==> config.mk <==
export PLATFORM = sky130hd
export DESIGN_NAME = multichannel_moving_average
export DESIGN_NICKNAME = d
export VERILOG_FILES = /design/src/sv/mma_pkg.sv /design/src/sv/mma_div.sv /design/src/sv/mma_lane.sv /design/src/sv/multichannel_moving_average.sv
export SDC_FILE = /design/constraint.sdc
export NUM_CORES = 2
export LEC_CHECK = 0
export BUFFER_PORTS_ARGS = -buffer_cell sky130_fd_sc_hd__buf_2
export CAP_MARGIN = 20
export CORE_MARGIN = 10
export CORE_UTILIZATION = 50
export DETAILED_ROUTE_END_ITERATION = 10
export GPL_ROUTABILITY_DRIVEN = 0
export GPL_TIMING_DRIVEN = 0
export PLACE_DENSITY = 0.66
export SLEW_MARGIN = 20
export SYNTH_ARGS = -nofsm -noshare
export SYNTH_HDL_FRONTEND = slang
export SYNTH_SLANG_ARGS = --single-unit
==> constraint.sdc <==
create_clock -name clk -period 8.9 [get_ports clk]
set_input_delay 0.89 -clock clk [delete_from_list [all_inputs] [get_ports clk]]
set_output_delay 0.89 -clock clk [all_outputs]
set_load 0.005 [all_outputs]
==> src/sv/mma_pkg.sv <==
// shared types, widths and defaults for the multichannel moving average
package mma_pkg;

  localparam int TS_W           = 32;
  localparam int SAMPLE_W       = 16;
  localparam int CFG_W          = 5;
  localparam int WIN_REG_MAX    = (2 ** CFG_W) - 1;
  localparam int LEN_RST_VAL    = 16;
  localparam int CHANNELS_DEF   = 4;
  localparam int MAX_WINDOW_DEF = 16;

  typedef enum logic [2:0] {
    ST_IDLE,
    ST_READ,
    ST_UPDATE,
    ST_START,
    ST_DIVIDE
  } state_t;

  // per-item control broadcast from the sequencer to every lane
  typedef struct packed {
    logic load;    // capture the lane's sample
    logic rd;      // read the oldest slot
    logic upd;     // write the new sample and update the running sum
    logic start;   // launch the divider
    logic clr;     // window length written: drop the running sum
    logic old_ok;  // the slot being replaced holds a written sample
  } lane_ctrl_t;

endpackage

==> src/sv/mma_div.sv <==
// bit-serial signed by unsigned divider, quotient truncated toward zero
module mma_div #(
  parameter int NUM_W = 20,
  parameter int DEN_W = 5,
  parameter int Q_W   = 16
) (
  input  logic                    clk,
  input  logic                    rst_n,
  input  logic                    start,
  input  logic signed [NUM_W-1:0] num,
  input  logic        [DEN_W-1:0] den,
  output logic                    done,
  output logic        [Q_W-1:0]   quot
);

  localparam int CNT_W = $clog2(NUM_W);

  logic             busy_r;
  logic             done_r;
  logic             neg_r;
  logic [CNT_W-1:0] cnt_r;
  logic [NUM_W-1:0] q_r;
  logic [DEN_W-1:0] rem_r;
  logic [DEN_W-1:0] den_r;

  logic [DEN_W:0]   shift;
  logic             ge;
  logic [DEN_W:0]   diff;
  logic [NUM_W-1:0] quot_full;

  assign shift = {rem_r, q_r[NUM_W-1]};
  assign ge    = (shift >= {1'b0, den_r});
  assign diff  = shift - {1'b0, den_r};

  always_ff @(posedge clk) begin
    if (!rst_n) begin
      busy_r <= 1'b0;
      done_r <= 1'b0;
      cnt_r  <= '0;
    end else if (start) begin
      busy_r <= 1'b1;
      done_r <= 1'b0;
      cnt_r  <= '0;
    end else if (busy_r) begin
      if (cnt_r == CNT_W'(NUM_W - 1)) begin
        busy_r <= 1'b0;
        done_r <= 1'b1;
      end
      cnt_r <= cnt_r + CNT_W'(1);
    end
  end

  always_ff @(posedge clk) begin
    if (start) begin
      neg_r <= num[NUM_W-1];
      // magnitude; the most negative value maps onto itself as unsigned
      q_r   <= num[NUM_W-1] ? (-num) : num;
      rem_r <= '0;
      den_r <= den;
    end else if (busy_r) begin
      if (ge) begin
        rem_r <= diff[DEN_W-1:0];
      end else begin
        rem_r <= shift[DEN_W-1:0];
      end
      q_r <= {q_r[NUM_W-2:0], ge};
    end
  end

  assign quot_full = neg_r ? (-q_r) : q_r;
  assign quot      = quot_full[Q_W-1:0];
  assign done      = done_r;

endmodule

==> src/sv/mma_lane.sv <==
// one channel lane: sample ring, running sum and divider
module mma_lane #(
  parameter int DEPTH = 16,
  parameter int PTR_W = 4,
  parameter int SUM_W = 20
) (
  input  logic                          clk,
  input  logic                          rst_n,
  input  mma_pkg::lane_ctrl_t           ctrl,
  input  logic [PTR_W-1:0]              slot,
  input  logic [mma_pkg::SAMPLE_W-1:0]  sample,
  input  logic [mma_pkg::CFG_W-1:0]     len,
  output logic                          done,
  output logic [mma_pkg::SAMPLE_W-1:0]  avg
);
  import mma_pkg::*;

  logic [SAMPLE_W-1:0] mem [DEPTH];
  logic [SAMPLE_W-1:0] smp_r;
  logic [SAMPLE_W-1:0] rd_data_r;
  logic [SUM_W-1:0]    sum_r;

  logic [SAMPLE_W-1:0] old;
  logic [SUM_W-1:0]    sum_nxt;

  assign old     = ctrl.old_ok ? rd_data_r : '0;
  assign sum_nxt = sum_r
                 + {{(SUM_W-SAMPLE_W){smp_r[SAMPLE_W-1]}}, smp_r}
                 - {{(SUM_W-SAMPLE_W){old[SAMPLE_W-1]}}, old};

  always_ff @(posedge clk) begin
    if (ctrl.load) begin
      smp_r <= sample;
    end
    if (ctrl.rd) begin
      rd_data_r <= mem[slot];
    end
    if (ctrl.upd) begin
      mem[slot] <= smp_r;
    end
  end

  always_ff @(posedge clk) begin
    if (!rst_n || ctrl.clr) begin
      sum_r <= '0;
    end else if (ctrl.upd) begin
      sum_r <= sum_nxt;
    end
  end

  mma_div #(
    .NUM_W (SUM_W),
    .DEN_W (CFG_W),
    .Q_W   (SAMPLE_W)
  ) u_div (
    .clk   (clk),
    .rst_n (rst_n),
    .start (ctrl.start),
    .num   (signed'(sum_r)),
    .den   (len),
    .done  (done),
    .quot  (avg)
  );

endmodule

==> src/sv/multichannel_moving_average.sv <==
// Multichannel boxcar moving average: sequencer, channel lanes and result merge.
// Items are taken one at a time: a new item is accepted only after the previous
// result is loaded into the output register; the bit-serial divider in each lane
// yields one quotient bit per cycle, and all lanes run side by side.
// Reset: controller idle, ring rows marked unwritten (read as zero), sums and
// write pointer zero, window length 16; no clearing pass, ready right after reset.
module multichannel_moving_average #(
  parameter int CHANNELS   = mma_pkg::CHANNELS_DEF,
  parameter int MAX_WINDOW = mma_pkg::MAX_WINDOW_DEF
) (
  input  logic clk,
  input  logic rst_n,
  input  logic in_tvalid,
  output logic in_tready,
  // time_stamp, sample_0 .. sample_{CHANNELS-1}
  input  logic [mma_pkg::TS_W+CHANNELS*mma_pkg::SAMPLE_W-1:0] in_tdata,
  output logic out_tvalid,
  input  logic out_tready,
  // time_stamp_out, average_0 .. average_{CHANNELS-1}
  output logic [mma_pkg::TS_W+CHANNELS*mma_pkg::SAMPLE_W-1:0] out_tdata,
  input  logic cfg_valid,
  output logic cfg_ready,
  input  logic [mma_pkg::CFG_W-1:0] cfg_data
);
  import mma_pkg::*;

  localparam int WIN_CAP = (MAX_WINDOW < WIN_REG_MAX) ? MAX_WINDOW : WIN_REG_MAX;
  localparam int PTR_W   = $clog2(WIN_CAP);
  localparam int SUM_W   = SAMPLE_W + $clog2(WIN_CAP);
  localparam int DATA_W  = TS_W + CHANNELS * SAMPLE_W;
  localparam int CMP_W   = CFG_W + 1;
  localparam logic [CFG_W-1:0] LEN_RST =
    CFG_W'((LEN_RST_VAL > WIN_CAP) ? WIN_CAP : LEN_RST_VAL);

  function automatic logic [CFG_W-1:0] sat_len(input logic [CFG_W-1:0] v);
    logic [CFG_W-1:0] r;
    r = v;
    if (v == '0) begin
      r = CFG_W'(1);
    end else if (int'(v) > WIN_CAP) begin
      r = CFG_W'(WIN_CAP);
    end
    return r;
  endfunction

  state_t              state_r, state_nxt;
  logic [CFG_W-1:0]    len_r;
  logic [PTR_W-1:0]    ptr_r;
  logic [WIN_CAP-1:0]  row_vld_r;
  logic [TS_W-1:0]     ts_r;
  logic                out_valid_r;
  logic [DATA_W-1:0]   out_data_r;
  logic [DATA_W-1:0]   out_data_nxt;

  lane_ctrl_t          lane_ctrl;
  logic                in_accept;
  logic                cfg_accept;
  logic                out_load;
  logic                all_done;
  logic [CMP_W-1:0]    ptr_inc;
  logic [CHANNELS-1:0] lane_done;
  logic [SAMPLE_W-1:0] lane_avg [CHANNELS];

  assign in_accept  = in_tvalid && in_tready;
  assign cfg_accept = cfg_valid && cfg_ready;
  assign all_done   = &lane_done;
  assign ptr_inc    = CMP_W'(ptr_r) + CMP_W'(1);

  // next state
  always_comb begin
    state_nxt = state_r;
    case (state_r)
      ST_IDLE:   if (in_accept) state_nxt = ST_READ;
      ST_READ:   state_nxt = ST_UPDATE;
      ST_UPDATE: state_nxt = ST_START;
      ST_START:  state_nxt = ST_DIVIDE;
      ST_DIVIDE: if (out_load) state_nxt = ST_IDLE;
      default:   state_nxt = ST_IDLE;
    endcase
  end

  // outputs of the sequencer
  always_comb begin
    in_tready        = 1'b0;
    cfg_ready        = 1'b0;
    out_load         = 1'b0;
    lane_ctrl        = '0;
    lane_ctrl.clr    = cfg_accept;
    lane_ctrl.old_ok = row_vld_r[ptr_r];
    case (state_r)
      ST_IDLE: begin
        in_tready      = 1'b1;
        cfg_ready      = 1'b1;
        lane_ctrl.load = in_accept;
      end
      ST_READ:   lane_ctrl.rd    = 1'b1;
      ST_UPDATE: lane_ctrl.upd   = 1'b1;
      ST_START:  lane_ctrl.start = 1'b1;
      ST_DIVIDE: out_load = all_done && (!out_valid_r || out_tready);
      default: begin
        in_tready = 1'b0;
      end
    endcase
  end

  always_ff @(posedge clk) begin
    if (!rst_n) begin
      state_r     <= ST_IDLE;
      len_r       <= LEN_RST;
      ptr_r       <= '0;
      row_vld_r   <= '0;
      out_valid_r <= 1'b0;
    end else begin
      state_r <= state_nxt;
      if (cfg_accept) begin
        len_r     <= sat_len(cfg_data);
        ptr_r     <= '0;
        row_vld_r <= '0;
      end else if (in_accept) begin
        if (CMP_W'(ptr_r) >= CMP_W'(len_r)) begin
          ptr_r <= '0;
        end
      end else if (lane_ctrl.upd) begin
        row_vld_r[ptr_r] <= 1'b1;
        if (ptr_inc >= CMP_W'(len_r)) begin
          ptr_r <= '0;
        end else begin
          ptr_r <= ptr_inc[PTR_W-1:0];
        end
      end
      if (out_load) begin
        out_valid_r <= 1'b1;
      end else if (out_tready) begin
        out_valid_r <= 1'b0;
      end
    end
  end

  always_ff @(posedge clk) begin
    if (in_accept) begin
      ts_r <= in_tdata[TS_W-1:0];
    end
    if (out_load) begin
      out_data_r <= out_data_nxt;
    end
  end

  for (genvar c = 0; c < CHANNELS; c++) begin : g_lane
    mma_lane #(
      .DEPTH (WIN_CAP),
      .PTR_W (PTR_W),
      .SUM_W (SUM_W)
    ) u_lane (
      .clk    (clk),
      .rst_n  (rst_n),
      .ctrl   (lane_ctrl),
      .slot   (ptr_r),
      .sample (in_tdata[TS_W+c*SAMPLE_W +: SAMPLE_W]),
      .len    (len_r),
      .done   (lane_done[c]),
      .avg    (lane_avg[c])
    );
  end

  // merge the lane averages behind the timestamp
  always_comb begin
    out_data_nxt = '0;
    out_data_nxt[TS_W-1:0] = ts_r;
    for (int c = 0; c < CHANNELS; c++) begin
      out_data_nxt[TS_W+c*SAMPLE_W +: SAMPLE_W] = lane_avg[c];
    end
  end

  assign out_tvalid = out_valid_r;
  assign out_tdata  = out_data_r;

  a_accept_starts: assert property (@(posedge clk) disable iff (!rst_n)
    in_accept |=> (state_r == ST_READ))
    else $error("accepted item did not start the sequence");

  a_ptr_in_window: assert property (@(posedge clk) disable iff (!rst_n)
    CMP_W'(ptr_r) < CMP_W'(len_r))
    else $error("write pointer outside the window");

  a_len_range: assert property (@(posedge clk) disable iff (!rst_n)
    (len_r != '0) && (int'(len_r) <= WIN_CAP))
    else $error("window length out of range");

  a_lanes_lockstep: assert property (@(posedge clk) disable iff (!rst_n)
    (state_r == ST_DIVIDE) |-> ((&lane_done) == (|lane_done)))
    else $error("lane dividers out of step");

  a_row_marked: assert property (@(posedge clk) disable iff (!rst_n)
    (lane_ctrl.upd && !cfg_accept) |=> row_vld_r[$past(ptr_r)])
    else $error("written ring row not marked valid");

endmodule

==> qor_table.md <==
| Parameter | This run | Unit |
| --- | --- | --- |
| Routed len/inst | 24.7 | um |
| Share of the cycle needed by the critical path after routing | 68.5 | % |
| Critical path class | flop to flop | - |
| Number of global-route vias before repair | 36055 | - |
| Flip-flop and latch count after synthesis | 1526 | - |
| Post-route design area | 75500 | um^2 |
| Cells taking the most area after synthesis | sky130_fd_sc_hd__edfxtp_1, sky130_fd_sc_hd__mux4_2, sky130_fd_sc_hd__dfxtp_1 | - |
| Global-route usage over all layers | 21.5 | % |
| Number of gates resized after cts | 0 | - |
| Final worst clock skew | 0.0299 | ns |
| Fraction of final layout cells sized beyond drive strength 1 | 19.7 | % |
| Nets in the synthesized netlist | 4356 | - |
| Worst supply voltage drop on vdd | 147 | uV |
| Post-detailed-route via-to-cell ratio | 5.70 | - |
| Critical Path AT | 6.73 | ns |
| Number of setup violations in the final report | 0 | - |
| Number of nets still failing antenna checks after routing | 0 | - |
| Worst-path maximum fanout | 10 | - |
| Transition time at the pin with the least slew margin | 1.24 | ns |
| Setup repair bufs after CTS | 0 | - |
| Number of H-tree levels | 4 | - |
| Most frequently used flop master after synthesis | sky130_fd_sc_hd__edfxtp_1 | - |
| CTS tree | yes | - |
| Clock net sink count | 1526 | - |
| Total DRC errors in the routed layout | 0 | - |
| Initial antenna violation count | 4 | - |
| List of cells traversed by the critical path | clkbuf_1 > mux4_2 > o22ai_1 > o32ai_4 > clkbuf_1 > and2_1 > ha_1 > inv_1 > ha_1 > fa_1 > a21o_1 > a311o_1 > a41o_1 > a221oi_1 > nor2_1 > a31oi_1 > xor2_1 > o21ai_0 | - |
| Die outline area | 146000 | um^2 |
| Wire length of the first global-routing pass | 236000 | um |
| Final total power | 0.0170 | W |
| Total wire length after detailed routing | 158000 | um |
| CTS Buf Count | 156 | - |
| Unique cell type count in the Yosys netlist | 74 | - |
| Proportion of netlist area held by the largest area contributor | 62.9 | % |
| # Max-Cap Violations | 0 | - |
| Pin count of the biggest net entering global routing | 45 | - |
| Share of the core filled with cells | 58.2 | % |
| Clock Latency Late Sink | 0.80 | ns |
| Die extent in y | 382 | um |
| CP required | 9.53 | ns |
| Seq/Total Area, Yosys | 67.7 | % |
| Buffers & Inverters on Critical Path | 3 | - |
| Starting density of the core | 50.4 | % |
| Floorplan core area | 130000 | um^2 |
| Die X-Extent | 382 | um |
| Largest stage delay on the critical path | 0.70 | ns |
| Number of warnings printed during yosys synthesis | 0 | - |
| R2R setup slack | 2.81 | ns |
| Dpl hpwl | 114000 | um |
| Number of hold-slack violations in the final timing report | 0 | - |
| Post-synth ARST share | 0 | % |
| Clock-pin slew on the worst setup and hold paths | 0.07 | ns |
| Nature of the critical path startpoint | flop | - |
| Cell Area, Synth | 65400 | um^2 |
| CTS root buf | sky130_fd_sc_hd__clkbuf_16 | - |
| Final nets | 4825 | - |
| Buffer levels on the longest clock path | 3 | - |
| Number of DRC markers in iteration 0 | 3844 | - |
| Leakage component of the power | 25.9 | nW |
| Worst setup EP type | flop | - |
| Synthesized instance count | 4045 | - |
| Status | finished clean | - |
| Highest attainable clock frequency | 164 | MHz |
| Cell Area, Placed | 70500 | um^2 |
| Final max-slew violation count | 0 | - |
| Count of standard-cell rows | 132 | - |
| Slowest stage cell, crit path | sky130_fd_sc_hd__clkbuf_1 | - |
| Type of the worst min-delay path | input pin to flop | - |
| Synthesis-to-layout area growth | 15.5 | % |
| Overflow after GRT | 0 | - |
| Post-synthesis average cell area | 16.2 | um^2 |
| Rel. slew slack | 17.1 | % |
| Routed via count | 36404 | - |
| Ranking of synthesized cells by instance count | sky130_fd_sc_hd__edfxtp_1, sky130_fd_sc_hd__inv_1, sky130_fd_sc_hd__mux4_2 | - |
| I/O pin cnt | 205 | - |
| Biggest area consumer among synthesized cells | sky130_fd_sc_hd__edfxtp_1 | - |
| Cts-stage hold buffer count | 0 | - |
| Areal power density over the cells | 225 | nW/um^2 |
| Total iterations of the first detailed-routing run | 5 | - |
| Post-synth EDFFs | 1369 | - |
| Buffers added on ports | 204 | - |
| Top-count cell post-synth | sky130_fd_sc_hd__edfxtp_1 | - |
| RSZ-0062 raised after global routing | false | - |
| Final critical delay including setup and external delays | 6.09 | ns |
| Largest delay share family, worst path | compound AO/OA/AOI/OAI gates | - |
[path summary, 6_finish.rpt]
kind,from,endpoint,depth (start not counted)
min,in_tdata[60],g_lane[1].u_lane.smp_r[12],1
min reg2reg,ts_r[8],out_tdata[8],0
max reg2reg,ptr_r[1],g_lane[1].u_lane.sum_r[16],18
max,ptr_r[1],g_lane[1].u_lane.sum_r[16],18
[routing by layer]
layer  global-route usage, %  up-vias  wire length, um
met4                    6.81        0             4510
met3                    4.50      257            13600
li1                        -    16231                -
met5                       0        -                0
met2                    32.0     1586            70100
met1                    31.6    18330            69400
[through the flow]
step,TNS [ns],hold WS [ns],instances,worst slack [ns]
after floorplan,0,0.400,4045,2.51
after global placement,-1268.88,0.400,5991,-4.12
after detailed placement,0,0.405,6096,2.84
after CTS,0,0.213,6378,2.83
after global routing,0,0.237,6380,2.57
final,0,0.266,6382,2.81
[placed cells by master (no fill, tap or decap), drive strengths merged, types with 7 or more instances in the layout]
cell and n:
edfxtp 1369, inv 348, buf 348, mux4 322, clkbuf 302, nand2 271
nor2 190, o21ai 177, xnor2 175, dfxtp 157, a21oi 129, ha 125
fa 80, clkinv 72, and2 65, xor2 40, a21o 39, nand2b 38
o31ai 35, nand3 32, a211oi 31, nor3 27, nor2b 24, mux2i 24
nand4 21, o21a 15, a31oi 14, bufinv 13, or3 13, or4 12
o41ai 11, nor4 8, a21boi 8, and3 7
[layout make-up]
| type | instances | area (um^2) |
|---|---|---|
| Clock buffer | 184 | 4030 |
| Buffer | 155 | 608 |
| Timing Repair Buffer | 311 | 2760 |
| Multi-Input combinational cell | 2024 | 19400 |
| Fill cell | 9719 | 54100 |
| Clock inverter | 98 | 988 |
| Sequential cell | 1526 | 44300 |
| Tap cell | 1742 | 2180 |
| Inverter | 340 | 1280 |
| Antenna cell | 2 | 5.00 |
[worst reg2reg max path, cell delays in order (launching register included)]
cell and delay, ns:
sky130_fd_sc_hd__dfxtp_1 0.59, sky130_fd_sc_hd__clkbuf_1 0.70, sky130_fd_sc_hd__mux4_2 0.44, sky130_fd_sc_hd__o22ai_1 0.30
sky130_fd_sc_hd__o32ai_4 0.23, sky130_fd_sc_hd__clkbuf_1 0.43, sky130_fd_sc_hd__and2_1 0.31, sky130_fd_sc_hd__ha_1 0.28
sky130_fd_sc_hd__inv_1 0.05, sky130_fd_sc_hd__ha_1 0.21, sky130_fd_sc_hd__fa_1 0.47, sky130_fd_sc_hd__a21o_1 0.21
sky130_fd_sc_hd__a311o_1 0.41, sky130_fd_sc_hd__a41o_1 0.30, sky130_fd_sc_hd__a221oi_1 0.41, sky130_fd_sc_hd__nor2_1 0.14
sky130_fd_sc_hd__a31oi_1 0.22, sky130_fd_sc_hd__xor2_1 0.19, sky130_fd_sc_hd__o21ai_0 0.09
[report_power, final]
group | switching, W | total [W] | internal [W]
Clock | 0.00277 | 0.00642 | 0.00365
Combinational | 0.00129 | 0.00224 | 0.000948
Sequential | 0.000243 | 0.00834 | 0.00810
[kinds of logic (layout without fill, tap and decap cells)]
group                    count (synthesis)  count (layout)  synth area share (%)
AND/OR/NAND/NOR                        735             735                  5.29
multiplexers                           349             349                  11.5
adder cells (fa/ha/maj)                205             205                  4.84
XOR/XNOR                               215             215                  2.88
other                                    0               2                     0
flip-flops                            1526            1526                  67.7
AO/OA/AOI/OAI                          520             520                  4.98
buffers and inverters                  495            1088                  2.85
[registers in the layout, indices dropped and copies added (netlist names), 20 cells and up]
| name | flops |
|---|---|
| g_lane.u_lane.mem | 1024 |
| g_lane.u_lane.sum_r | 80 |
| g_lane.u_lane.smp_r | 64 |
| g_lane.u_lane.u_div.cnt_r | 20 |
| g_lane.u_lane.rd_data_r | 64 |
| g_lane.u_lane.u_div.rem_r | 20 |
| ts_r | 32 |
| g_lane.u_lane.u_div.q_r | 80 |
| out_tdata | 96 |
No activity file was read; power rests on OpenSTA's default activity.
